$ cat src/sv/inertial_scroll_physics_top_macros.svh
// Assertion macros used by the RTL file inertial_scroll_physics_top.sv.
`ifndef INERTIAL_SCROLL_PHYSICS_TOP_MACROS_SVH
`define INERTIAL_SCROLL_PHYSICS_TOP_MACROS_SVH

// Same-cycle implication on clk, disabled while arst_n is low.
`define ISP_ASSERT_NOW(label, ante, cons, msg) \
	label: assert property (@(posedge clk) disable iff (!arst_n) (ante) |-> (cons)) \
		else $error(msg);

// Next-cycle implication on clk, disabled while arst_n is low.
`define ISP_ASSERT_NEXT(label, ante, cons, msg) \
	label: assert property (@(posedge clk) disable iff (!arst_n) (ante) |=> (cons)) \
		else $error(msg);

`endif

$ cat src/sv/isp_pkg.sv
package isp_pkg;

	localparam int ISP_FRAC_BITS = 16;
	localparam int ISP_WIDE_W    = 40;
	localparam int ISP_ADDR_W    = 3;
	localparam int ISP_LIM_W     = 15;

	localparam logic [2:0] ISP_KIND_DOWN = 3'd0;
	localparam logic [2:0] ISP_KIND_MOVE = 3'd1;
	localparam logic [2:0] ISP_KIND_UP   = 3'd2;
	localparam logic [2:0] ISP_KIND_TICK = 3'd3;
	localparam logic [2:0] ISP_KIND_SET  = 3'd4;

	localparam logic ISP_REG_MAX_X = 1'b0;
	localparam logic ISP_REG_MAX_Y = 1'b1;

	typedef struct packed {
		logic [2:0]         kind;
		logic signed [15:0] pos_x;
		logic signed [15:0] pos_y;
	} isp_item_t;

	typedef struct packed {
		logic signed [31:0] offset_x;
		logic signed [31:0] offset_y;
		logic               redraw;
		logic               animating;
		logic               dragging_now;
	} isp_result_t;

endpackage

$ cat src/sv/inertial_scroll_physics_top.sv
// Two-axis inertial scroll engine with spring-back, offsets in signed fixed point with
// FRAC_BITS fraction bits. Each transferred item (touch down, move, up, tick or set offset)
// yields exactly one result carrying both offsets and the redraw, animating and dragging
// flags. One item is taken every clock; its result is offered from the result register once
// the item has passed the input register, where the single state-update pass computes the
// result register from it. That pass, which reads and writes the scroll state for every
// item, sets the rate of one item per cycle; a stalled result holds the input register and
// then the input channel. Limits are written through the APB port at 0x0 (x) and 0x4 (y)
// in whole pixels.
`include "inertial_scroll_physics_top_macros.svh"

module inertial_scroll_physics_top #(
	parameter int FRAC_BITS = isp_pkg::ISP_FRAC_BITS
) (
	input  logic                          clk,
	input  logic                          arst_n,
	input  logic                          psel,
	input  logic                          penable,
	input  logic                          pwrite,
	input  logic [isp_pkg::ISP_ADDR_W-1:0] paddr,
	input  logic [31:0]                   pwdata,
	output logic [31:0]                   prdata,
	output logic                          pready,
	input  logic                          item_valid,
	output logic                          item_stall,
	input  isp_pkg::isp_item_t            item,
	output logic                          result_valid,
	input  logic                          result_stall,
	output isp_pkg::isp_result_t          result
);
	import isp_pkg::*;

	localparam int W = ISP_WIDE_W;
	localparam logic signed [31:0] MIN_SPEED = 32'((64'sd1 <<< FRAC_BITS) / 5);
	localparam logic signed [32:0] SNAP_DIST = 33'((64'sd1 <<< FRAC_BITS) / 4);
	localparam logic [32:0] HALF_UNIT = 33'((64'sd1 <<< FRAC_BITS) / 2);
	localparam logic [31:0] INT_MASK = ~(32'((64'sd1 <<< FRAC_BITS) - 1));

	typedef struct packed {
		logic signed [31:0] off;
		logic signed [31:0] spd;
		logic               act;
	} axis_t;

	function automatic logic signed [W-1:0] ext16(input logic signed [15:0] v);
		return $signed({{(W-16){v[15]}}, v});
	endfunction

	function automatic logic signed [W-1:0] ext32(input logic signed [31:0] v);
		return $signed({{(W-32){v[31]}}, v});
	endfunction

	function automatic logic signed [31:0] sat32(input logic signed [W-1:0] v);
		logic signed [W-1:0] hi;
		logic signed [W-1:0] lo;
		hi = ext32(32'sh7fffffff);
		lo = ext32(32'sh80000000);
		if (v > hi) return 32'sh7fffffff;
		if (v < lo) return 32'sh80000000;
		return v[31:0];
	endfunction

	function automatic logic signed [31:0] half_rate(input logic signed [31:0] raw,
			input logic signed [31:0] lim);
		logic signed [32:0] t;
		if (raw < 0) begin
			t = $signed({raw[31], raw}) + $signed({32'd0, raw[31]});
			t = t >>> 1;
			return t[31:0];
		end
		if (raw > lim) begin
			t = $signed({raw[31], raw}) - $signed({lim[31], lim});
			t = $signed({lim[31], lim}) + (t >>> 1);
			return t[31:0];
		end
		return raw;
	endfunction

	function automatic axis_t step_axis(input logic signed [31:0] off,
			input logic signed [31:0] spd, input logic signed [31:0] lim);
		axis_t r;
		logic signed [32:0] tgt;
		logic signed [32:0] dlt;
		logic signed [32:0] noff;
		logic signed [36:0] fr;
		logic signed [36:0] frs;
		logic signed [31:0] ns;
		logic [32:0] rnd;
		r.off = off;
		r.spd = spd;
		r.act = 1'b0;
		tgt = (off < 0) ? 33'sd0 : $signed({lim[31], lim});
		if (off < 0 || off > lim) begin
			dlt = tgt - $signed({off[31], off});
			noff = $signed({off[31], off}) + (dlt >>> 2);
			r.spd = 32'sd0;
			if ((noff - tgt) < SNAP_DIST && (tgt - noff) < SNAP_DIST) begin
				r.off = tgt[31:0];
			end else begin
				r.off = noff[31:0];
				r.act = 1'b1;
			end
		end else if (spd != 0) begin
			r.off = sat32(ext32(off) + ext32(spd));
			if (r.off < 0 || r.off > lim) begin
				r.spd = 32'sd0;
				r.act = 1'b1;
			end else begin
				fr = ($signed({{5{spd[31]}}, spd}) <<< 4) - $signed({{5{spd[31]}}, spd});
				if (fr < 0) fr = fr + 37'sd15;
				frs = fr >>> 4;
				ns = frs[31:0];
				if (ns < MIN_SPEED && ns > -MIN_SPEED) begin
					r.spd = 32'sd0;
					rnd = {1'b0, r.off} + HALF_UNIT;
					r.off = $signed(rnd[31:0] & INT_MASK);
				end else begin
					r.spd = ns;
					r.act = 1'b1;
				end
			end
		end
		return r;
	endfunction

	logic [ISP_LIM_W-1:0] max_x_q, max_y_q;
	logic                 drag_q, motion_q;
	logic signed [15:0]   press_x_q, press_y_q, prev_x_q, prev_y_q;
	logic signed [31:0]   start_x_q, start_y_q, cur_x_q, cur_y_q, spd_x_q, spd_y_q;

	logic        valid_s1;
	isp_item_t   item_s1;
	logic        res_valid_q;
	isp_result_t res_q;
	logic        adv;
	logic        cfg_wr;

	logic               drag_d, motion_d, redraw_d, start_wr;
	logic signed [31:0] cur_x_d, cur_y_d, spd_x_d, spd_y_d;
	logic signed [31:0] lim_x, lim_y;
	logic signed [31:0] raw_x, raw_y, set_x, set_y;
	logic signed [W-1:0] ema_x, ema_y, ema_xr, ema_yr, req_x, req_y;
	logic               out_x, out_y;
	axis_t              ax, ay;

	assign pready = 1'b1;
	assign cfg_wr = psel && penable && pwrite;

	always_ff @(posedge clk or negedge arst_n) begin
		if (!arst_n) begin
			max_x_q <= '0;
			max_y_q <= '0;
		end else if (cfg_wr) begin
			case (paddr[2])
				ISP_REG_MAX_X: max_x_q <= pwdata[ISP_LIM_W-1:0];
				ISP_REG_MAX_Y: max_y_q <= pwdata[ISP_LIM_W-1:0];
				default: ;
			endcase
		end
	end

	always_comb begin
		case (paddr[2])
			ISP_REG_MAX_X: prdata = {{(32-ISP_LIM_W){1'b0}}, max_x_q};
			ISP_REG_MAX_Y: prdata = {{(32-ISP_LIM_W){1'b0}}, max_y_q};
			default:       prdata = '0;
		endcase
	end

	assign adv          = !res_valid_q || !result_stall;
	assign item_stall   = valid_s1 && !adv;
	assign result_valid = res_valid_q;
	assign result       = res_q;

	always_ff @(posedge clk or negedge arst_n) begin
		if (!arst_n) begin
			valid_s1    <= 1'b0;
			res_valid_q <= 1'b0;
		end else begin
			if (!item_stall) valid_s1 <= item_valid;
			if (adv) res_valid_q <= valid_s1;
		end
	end

	assign lim_x = $signed({{(32-ISP_LIM_W){1'b0}}, max_x_q}) <<< FRAC_BITS;
	assign lim_y = $signed({{(32-ISP_LIM_W){1'b0}}, max_y_q}) <<< FRAC_BITS;

	always_comb begin
		raw_x  = sat32(ext32(start_x_q) + ((ext16(press_x_q) - ext16(item_s1.pos_x)) <<< FRAC_BITS));
		raw_y  = sat32(ext32(start_y_q) + ((ext16(press_y_q) - ext16(item_s1.pos_y)) <<< FRAC_BITS));
		ema_x  = ext32(spd_x_q) + (ext32(spd_x_q) <<< 1) +
			((((ext16(prev_x_q) - ext16(item_s1.pos_x)) <<< 2) +
			(ext16(prev_x_q) - ext16(item_s1.pos_x))) <<< FRAC_BITS);
		ema_y  = ext32(spd_y_q) + (ext32(spd_y_q) <<< 1) +
			((((ext16(prev_y_q) - ext16(item_s1.pos_y)) <<< 2) +
			(ext16(prev_y_q) - ext16(item_s1.pos_y))) <<< FRAC_BITS);
		ema_xr = ((ema_x < 0) ? ema_x + W'(7) : ema_x) >>> 3;
		ema_yr = ((ema_y < 0) ? ema_y + W'(7) : ema_y) >>> 3;
		req_x  = ext16(item_s1.pos_x) <<< FRAC_BITS;
		req_y  = ext16(item_s1.pos_y) <<< FRAC_BITS;
		set_x  = (req_x < 0) ? 32'sd0 : ((req_x > ext32(lim_x)) ? lim_x : req_x[31:0]);
		set_y  = (req_y < 0) ? 32'sd0 : ((req_y > ext32(lim_y)) ? lim_y : req_y[31:0]);
		out_x  = cur_x_q < 0 || cur_x_q > lim_x;
		out_y  = cur_y_q < 0 || cur_y_q > lim_y;
		ax     = step_axis(cur_x_q, spd_x_q, lim_x);
		ay     = step_axis(cur_y_q, spd_y_q, lim_y);

		drag_d   = drag_q;
		motion_d = motion_q;
		redraw_d = 1'b0;
		start_wr = 1'b0;
		cur_x_d  = cur_x_q;
		cur_y_d  = cur_y_q;
		spd_x_d  = spd_x_q;
		spd_y_d  = spd_y_q;
		case (item_s1.kind)
			ISP_KIND_DOWN: begin
				drag_d   = 1'b1;
				motion_d = 1'b0;
				start_wr = 1'b1;
				spd_x_d  = 32'sd0;
				spd_y_d  = 32'sd0;
			end
			ISP_KIND_MOVE: begin
				if (drag_q) begin
					cur_x_d  = half_rate(raw_x, lim_x);
					cur_y_d  = half_rate(raw_y, lim_y);
					spd_x_d  = sat32(ema_xr);
					spd_y_d  = sat32(ema_yr);
					redraw_d = (cur_x_d != cur_x_q) || (cur_y_d != cur_y_q);
				end
			end
			ISP_KIND_UP: begin
				if (drag_q) begin
					drag_d = 1'b0;
					if (out_x) spd_x_d = 32'sd0;
					if (out_y) spd_y_d = 32'sd0;
					if (out_x || out_y ||
							spd_x_d > MIN_SPEED || spd_x_d < -MIN_SPEED ||
							spd_y_d > MIN_SPEED || spd_y_d < -MIN_SPEED) begin
						motion_d = 1'b1;
					end else begin
						spd_x_d = 32'sd0;
						spd_y_d = 32'sd0;
					end
				end
			end
			ISP_KIND_TICK: begin
				if (motion_q) begin
					cur_x_d  = ax.off;
					cur_y_d  = ay.off;
					spd_x_d  = ax.spd;
					spd_y_d  = ay.spd;
					redraw_d = 1'b1;
					motion_d = ax.act || ay.act;
				end
			end
			ISP_KIND_SET: begin
				if (set_x != cur_x_q || set_y != cur_y_q) begin
					cur_x_d  = set_x;
					cur_y_d  = set_y;
					redraw_d = 1'b1;
				end
			end
			default: ;
		endcase
	end

	always_ff @(posedge clk or negedge arst_n) begin
		if (!arst_n) begin
			drag_q   <= 1'b0;
			motion_q <= 1'b0;
			cur_x_q  <= '0;
			cur_y_q  <= '0;
			spd_x_q  <= '0;
			spd_y_q  <= '0;
		end else if (adv && valid_s1) begin
			drag_q   <= drag_d;
			motion_q <= motion_d;
			cur_x_q  <= cur_x_d;
			cur_y_q  <= cur_y_d;
			spd_x_q  <= spd_x_d;
			spd_y_q  <= spd_y_d;
		end
	end

	always_ff @(posedge clk) begin
		if (item_valid && !item_stall) item_s1 <= item;
		if (adv && valid_s1) begin
			res_q.offset_x     <= cur_x_d;
			res_q.offset_y     <= cur_y_d;
			res_q.redraw       <= redraw_d;
			res_q.animating    <= motion_d;
			res_q.dragging_now <= drag_d;
			if (start_wr) begin
				press_x_q <= item_s1.pos_x;
				press_y_q <= item_s1.pos_y;
				start_x_q <= cur_x_q;
				start_y_q <= cur_y_q;
			end
			if (start_wr || (item_s1.kind == ISP_KIND_MOVE && drag_q)) begin
				prev_x_q <= item_s1.pos_x;
				prev_y_q <= item_s1.pos_y;
			end
		end
	end

	`ISP_ASSERT_NOW(a_drag_motion_excl, 1'b1, !(drag_q && motion_q), "drag and motion both active")
	`ISP_ASSERT_NOW(a_idle_no_speed, !drag_q && !motion_q, spd_x_q == 0 && spd_y_q == 0, "speed left at rest")
	`ISP_ASSERT_NEXT(a_tick_redraw, adv && valid_s1 && item_s1.kind == ISP_KIND_TICK && motion_q, result_valid && result.redraw, "animated tick without redraw")
	`ISP_ASSERT_NOW(a_stall_needs_item, item_stall, valid_s1 && res_valid_q && result_stall, "input held without a blocked result")

endmodule

$ cat config.mk
export PLATFORM = sky130hd
export DESIGN_NAME = inertial_scroll_physics_top
export DESIGN_NICKNAME = d
export VERILOG_FILES = /design/src/sv/isp_pkg.sv /design/src/sv/inertial_scroll_physics_top.sv
export VERILOG_INCLUDE_DIRS = /design/src /design/src/sv
export SDC_FILE = /design/constraint.sdc
export NUM_CORES = 2
export LEC_CHECK = 0
export BUFFER_PORTS_ARGS = -buffer_cell sky130_fd_sc_hd__clkbuf_2
export CORE_MARGIN = 2
export CORE_UTILIZATION = 45
export DETAILED_ROUTE_END_ITERATION = 12
export HOLD_SLACK_MARGIN = 0.05
export PLACE_DENSITY = 0.68
export SKIP_CTS_REPAIR_TIMING = 1
export SYNTH_ARGS = -nofsm -noshare
export SYNTH_HDL_FRONTEND = slang
export SYNTH_SLANG_ARGS = --single-unit
$ cat constraint.sdc
create_clock -name clk -period 31 [get_ports clk]
set_clock_uncertainty 0.15 [all_clocks]
set_input_delay 1.55 -clock clk [delete_from_list [all_inputs] [get_ports clk]]
set_output_delay 1.55 -clock clk [all_outputs]
set_load 0.01 [all_outputs]
### After elaboration in Yosys (flattened, before gate mapping)

Cells that the tools add are included.

* add/subtract/negate cells: 36
* order comparisons: 44
* equal/unequal tests: 13
* muxes and demuxes: 157
* bitwise gates (word level): 1
* reductions and logical operators: 38

Operators with widths (number)
* $mux W32: 72
* $mux W36: 8
* $mux W65: 4
* $gt A32 B32 Y1: 8
* $lt A32 B1 Y1 const B: 8
* $pmux W32 S4: 2
* $pmux W32 S3: 2
* $lt A37 B1 Y1 const B: 4
* $add A32 B33 Y34: 4
* $lt A33 B16 Y1 const B: 4
* $sub A32 B32 Y33: 4
* $gt A32 B15 Y1 const B: 4
* $lt A32 B15 Y1 const B: 4
* $ne A32 B32 Y1: 4
* $mux W40: 2
* $add A37 B4 Y38 const B: 2
* $add A34 B36 Y37: 2
* $gt A37 B32 Y1 const B: 2
* $lt A37 B32 Y1 const B: 2
* $sub A36 B32 Y37: 2
* $add A36 B5 Y36 const B: 2
* $gt A34 B32 Y1 const B: 2
* $lt A34 B32 Y1 const B: 2
* $sub A16 B16 Y17: 4
* 30 further kinds: 135

* register bits after elaboration: 392
* bits of input ports: 77
* output and inout port bits: 102
* word-level logic and storage cells: 313

### Depth between registers and ports, before layout

* depth in word-level cells: 26
* mapped depth: 54
* gate-level depth less buffers: 52

### Least setup slack after synthesis

OpenSTA, ideal clock, no wires.

* path type: reg-to-reg
* start point: register item_s1[1] (netlist bit)
* end point: register res_q, in the netlist result[2], data pin
* setup time: 270 ps
* data arrival time: 10230 ps
* required time: 30580 ps
* slack: 20351 ps
* stages on the path, launching flop included: 52
* buffers on the path: 7
* clock period less this slack: 10649 ps
* cells stage by stage: edfxtp_1 > inv_1 > ha_1 > nor2b_1 > o21ai_0 > nand2b_1 > a21o_1 > a21o_1 > a21o_1 > a21o_1 > a21o_1 > a21o_1 > a21o_1 > a21o_1 > a21o_1 > a311o_1 > a21oi_1 > xnor2_1 > (+16 left out) > o211a_1 > a21oi_1 > nor2b_1 > xnor2_1 > ha_1 > a21oi_1 > nand2_1 > o21a_1 > o2111a_1 > a311oi_1 > nand2_1 > o211ai_1 > xnor2_1 > nand4b_1 > nor4_1 > nand4_1 > nor4_1 > a31oi_1

* word-level cells in the longest chain between the ends: 20
* elaborated cells on any way between the ends: 39
* those cells by class: add/sub: 5; order compare: 6; eq/ne: 2; mux: 24; reduce/logical: 2

Ends and longest elaborated chain
* start: declaration: line inertial_scroll_physics_top.sv:132 `isp_item_t item_s1;`
* start signal: assignment: line inertial_scroll_physics_top.sv:288 `if (item_valid && !item_stall) item_s1 <= item;`
* branches (longest 19 deep; another with $add A32 B33 Y34)
* $pmux W1 S3 (*): line inertial_scroll_physics_top.sv:216 `case (item_s1.kind)`
* via redraw_d: line inertial_scroll_physics_top.sv:138 `logic drag_d, motion_d, redraw_d, start_wr;`
* end: declaration: line inertial_scroll_physics_top.sv:134 `isp_result_t res_q;`

Mark *: on every way through the listed nets, which the timed path passes. The select of a mux whose other input is x is not followed.
A chain may end at the register's enable or synchronous reset.

### Worst setup path in the final report

* start point: register item_s1[17] (netlist bit)
* end point: register res_q, in the netlist result[2], data pin

* word-level cells in the longest chain between the ends: 20
* elaborated cells on any way between the ends: 39
* those cells by class: add/sub: 5; order compare: 6; eq/ne: 2; mux: 24; reduce/logical: 2

Ends and longest elaborated chain (line)
* branches (longest 19 deep; another with $add A32 B33 Y34)
* $pmux W1 S3 (*): inertial_scroll_physics_top.sv:216
* via redraw_d: inertial_scroll_physics_top.sv:138

Marks and branches as above.

==> impl_summary.txt <==
----------------------------------------------------
[Cells and area]
  Most frequent cells in the layout ... sky130_fd_sc_hd__a21oi_1 (720), sky130_fd_sc_hd__ha_1 (698), sky130_fd_sc_hd__nand2_1 (681)
  Fill count ... 14200
  Final #Nets ... 9278
  Most common library cell in the layout ignoring fill and taps ... sky130_fd_sc_hd__a21oi_1
  Final cell count without fillers ... 10400
  Layout overhead on the synthesized area ... 7.19%
  Layout cells sized above 1 ... 7.03%
  Final design instance area without fill ... around 69000 sq um

[Worst setup path]
  Family with the most delay on the worst path ... compound AO/OA/AOI/OAI gates
  Launch point of the worst reg-to-reg path ... item_s1[17]
  Critical path's most frequent cell ... sky130_fd_sc_hd__a21o_1
  Critical Path Slowest Stage Cell ... sky130_fd_sc_hd__o21ai_0
  Worst path required time ... 31.18 ns
  Capturing element type of the critical path ... flop
  Buffers & Inverters on Critical Path ... 2
  Maximum single-stage delay on the critical path ... 0.84 ns
  Worst setup SP type ... flop
  Largest fanout on the critical path ... 23
  Register-to-register setup slack ... 17.83 ns
  Worst reg2reg endpoint ... result[2]
  Depth of the worst register-to-register path ... between 40 and 50
  Worst Path Class, Setup ... flop to flop
  Endpoint arrival time on the critical path ... 13.35 ns

[Synth]
  Simple-gate area share of the yosys netlist ... 22.7%
  Largest family of logic cells by synthesized area ... compound AO/OA/AOI/OAI gates
  EDFF count, synth ... 230
  Seq cells post-synth ... between 300 and 400
  Post-Synthesis Mean Instance Area ... 7.62 sq um
  Synthesized netlist cell count ... roughly 8500
  Netlist area before placement ... 64500 sq um
  Post-synthesis share of cell area spent on full adders, half adders and majority gates ... 15.2%
  Synth warnings ... 0
  Prevailing post-synth register cell ... sky130_fd_sc_hd__edfxtp_1
  Post-synthesis async set-or-reset flop share ... slightly above 40%
  Sequential share of the synthesized area ... between 15 and 20%
  Share of the synthesized area in compound gates (AO/OA/AOI/OAI) ... 29.0%
  Distinct cells, synth ... 118
  Xor-xnor portion of the synthesized cell area ... 8.30%
  Portion of netlist area occupied by mux cells ... 2.34%

[Placed design]
  Cell area after placement ... between 60000 and 70000 sq um
  Placed cell count ... 10300
  Weighted congestion reported at the end of routability-driven placement ... roughly 1.1
  Number of buffers added on ports ... 141
  Sum of net half-perimeters after detailed placement ... ~230000 microns

[Global routing]
  Global-route wire length before repair ... 422000 microns
  Antenna violations before repair ... 26
  Maximum number of pins on one net before global-route repair ... 67
  Overflow after GRT ... 0
  Number of global-route vias before repair ... 64200
  Overall fraction of global-route tracks in use ... 37.9%

[Floorplan]
  I/O Pins ... 179
  Horizontal extent of the die ... 383 microns
  Chip Height ... 383 microns
  Starting density of the core ... 45.5%
  DIE AREA ... 146000 sq um
  Core Area ... 142000 sq um
  Standard-cell rows ... 138

[Flow run]
  Max-cap violations ... 0

[CTS]
  Clock Latency Late Sink ... between 0.6 and 0.7 ns
  Clock Root Buffer ... sky130_fd_sc_hd__clkbuf_16
  Htree depth ... 2
  Clock transition at the register clock pins on the worst setup and hold paths after CTS ... around 0.06 ns
  CTS tree ... yes
  CTS sink count ... 392
  Buffer levels on the longest clock path ... 3
  Number of buffers added by the clock tree synthesis step ... a little over 50

[Route]
  Via/cell ratio ... 6.77
  ANT nets after route ... 0
  Drt pass-1 iters ... 8
  DRT iter0 DRCs ... 9080
  Length of routed met2 wiring ... about 120000 microns
  Met1 Wirelength ... 126000 microns
  Overall routed net length ... 290000 microns
  Highest metal layer used by the detailed router ... met5
  Wire length on met3 ... approximately 31000 microns
  Average routed wire per standard cell ... 27.9 microns
  Total number of vias ... 70300
  Detailed-route DRC error count ... 0

[Timing]
  Number of hold-slack violations in the final timing report ... 0
  Setup repair after global routing missed its margin ... false
  Highest attainable clock frequency ... 0.0760 GHz
  Slew HR ... 9.51%
  Transition time at the pin with the least slew margin ... about 1.4 ns
  Final Max Tran Viols ... 0
  Worst Hold Margin ... 0.354 ns
  Fraction of the cycle the final worst path needs ... between 40 and 50%
  Sum of negative setup slack ... 0 ns
  # setup viols final ... 0
  Shortest period the worst path allows ... between 10 and 15 ns

[Worst hold path]
  Worst hold start ... valid_s1
  Number of stages on the worst hold path ... 1
  Hold EP ... result_valid
  Class of the tightest hold or removal check ... flop to flop

[Run status]
  Outcome ... completed

----------------------------------------------------
==> cells by family (layout without fill, tap and decap cells) <==
kind of cell               Yosys count  count (layout)
and+or+nand+nor                   2848            2848
AOI/OAI and AO/OA                 2793            2793
buffers and inverters              925             937
adders and majority gates          751             751
xor gates and xnor gates           610             610
DFF                                392             392
muxes                              143             143
other                                2              25
==> synthesized netlist by cell type, drive strengths merged, types with 220 or more instances <==
cell type	instances	area [sq um]
edfxtp	230	6910
a21oi	721	3610
o21ai	541	2710
nor2	591	2220
ha	698	8730
xor2	220	1930
inv	542	2030
xnor2	389	3410
clkbuf	321	1210
a21o	225	1690
nand2	682	2560
nand3	253	1270
nor3	254	1290
==> worst max path at each step <==
stage / startpoint / end / slack, ns / cells past startpoint
2_1_floorplan: item_s1[1] / result[2] / 20.35 / 51
3_3_place_gp: item_s1[17] / result[2] / 18.36 / 46
3_5_place_dp: item_s1[17] / result[2] / 18.22 / 46
4_1_cts: item_s1[17] / result[2] / 18.15 / 46
5_1_grt: item_s1[17] / result[2] / 17.41 / 44
6_report: item_s1[17] / result[2] / 17.83 / 46
==> flip-flops by register name, indices dropped and copies added (netlist names), 16 cells and up <==
| signal | flops |
|---|---|
| cur_x_q | 32 |
| start_x_q | 32 |
| press_x_q | 16 |
| prev_y_q | 16 |
| spd_x_q | 32 |
| cur_y_q | 32 |
| spd_y_q | 32 |
| prev_x_q | 16 |
| press_y_q | 16 |
| start_y_q | 32 |
| item_s1 | 35 |
| result | 67 |
==> cell type report <==
cell class | count | area [sq um] | share of cell area (%)
antenna | 7 | 17.5 | 0.0253
clock buffer | 60 | 1340 | 1.94
timing repair buffer | 298 | 1890 | 2.74
tap | 1890 | 2360 | 3.42
clock inverter | 34 | 349 | 0.505
sequential | 392 | 11000 | 15.8
inverter | 545 | 2050 | 2.97
multi-input combinational | 7163 | 50200 | 72.6
==> metal layers <==
layer	global-route usage, %	vias up
met5	0	-
met4	16.1	14
met3	6.83	661
met2	55.6	3976
met1	54.1	33900
li1	-	31800
==> per-stage QoR <==
stage / setup WS [ns] / utilization (%)
3_5_place_dp: 18.22 / 47.5
4_1_cts: 18.15 / 48.7
3_3_place_gp: 18.36 / 47.5
5_1_grt: 17.41 / 48.7
6_report: 17.83 / 48.7
2_1_floorplan: 20.35 / -
Power is left out: the tool's default activity adds up to more than one toggle a clock period on the data nets, which glitch-free logic cannot reach.
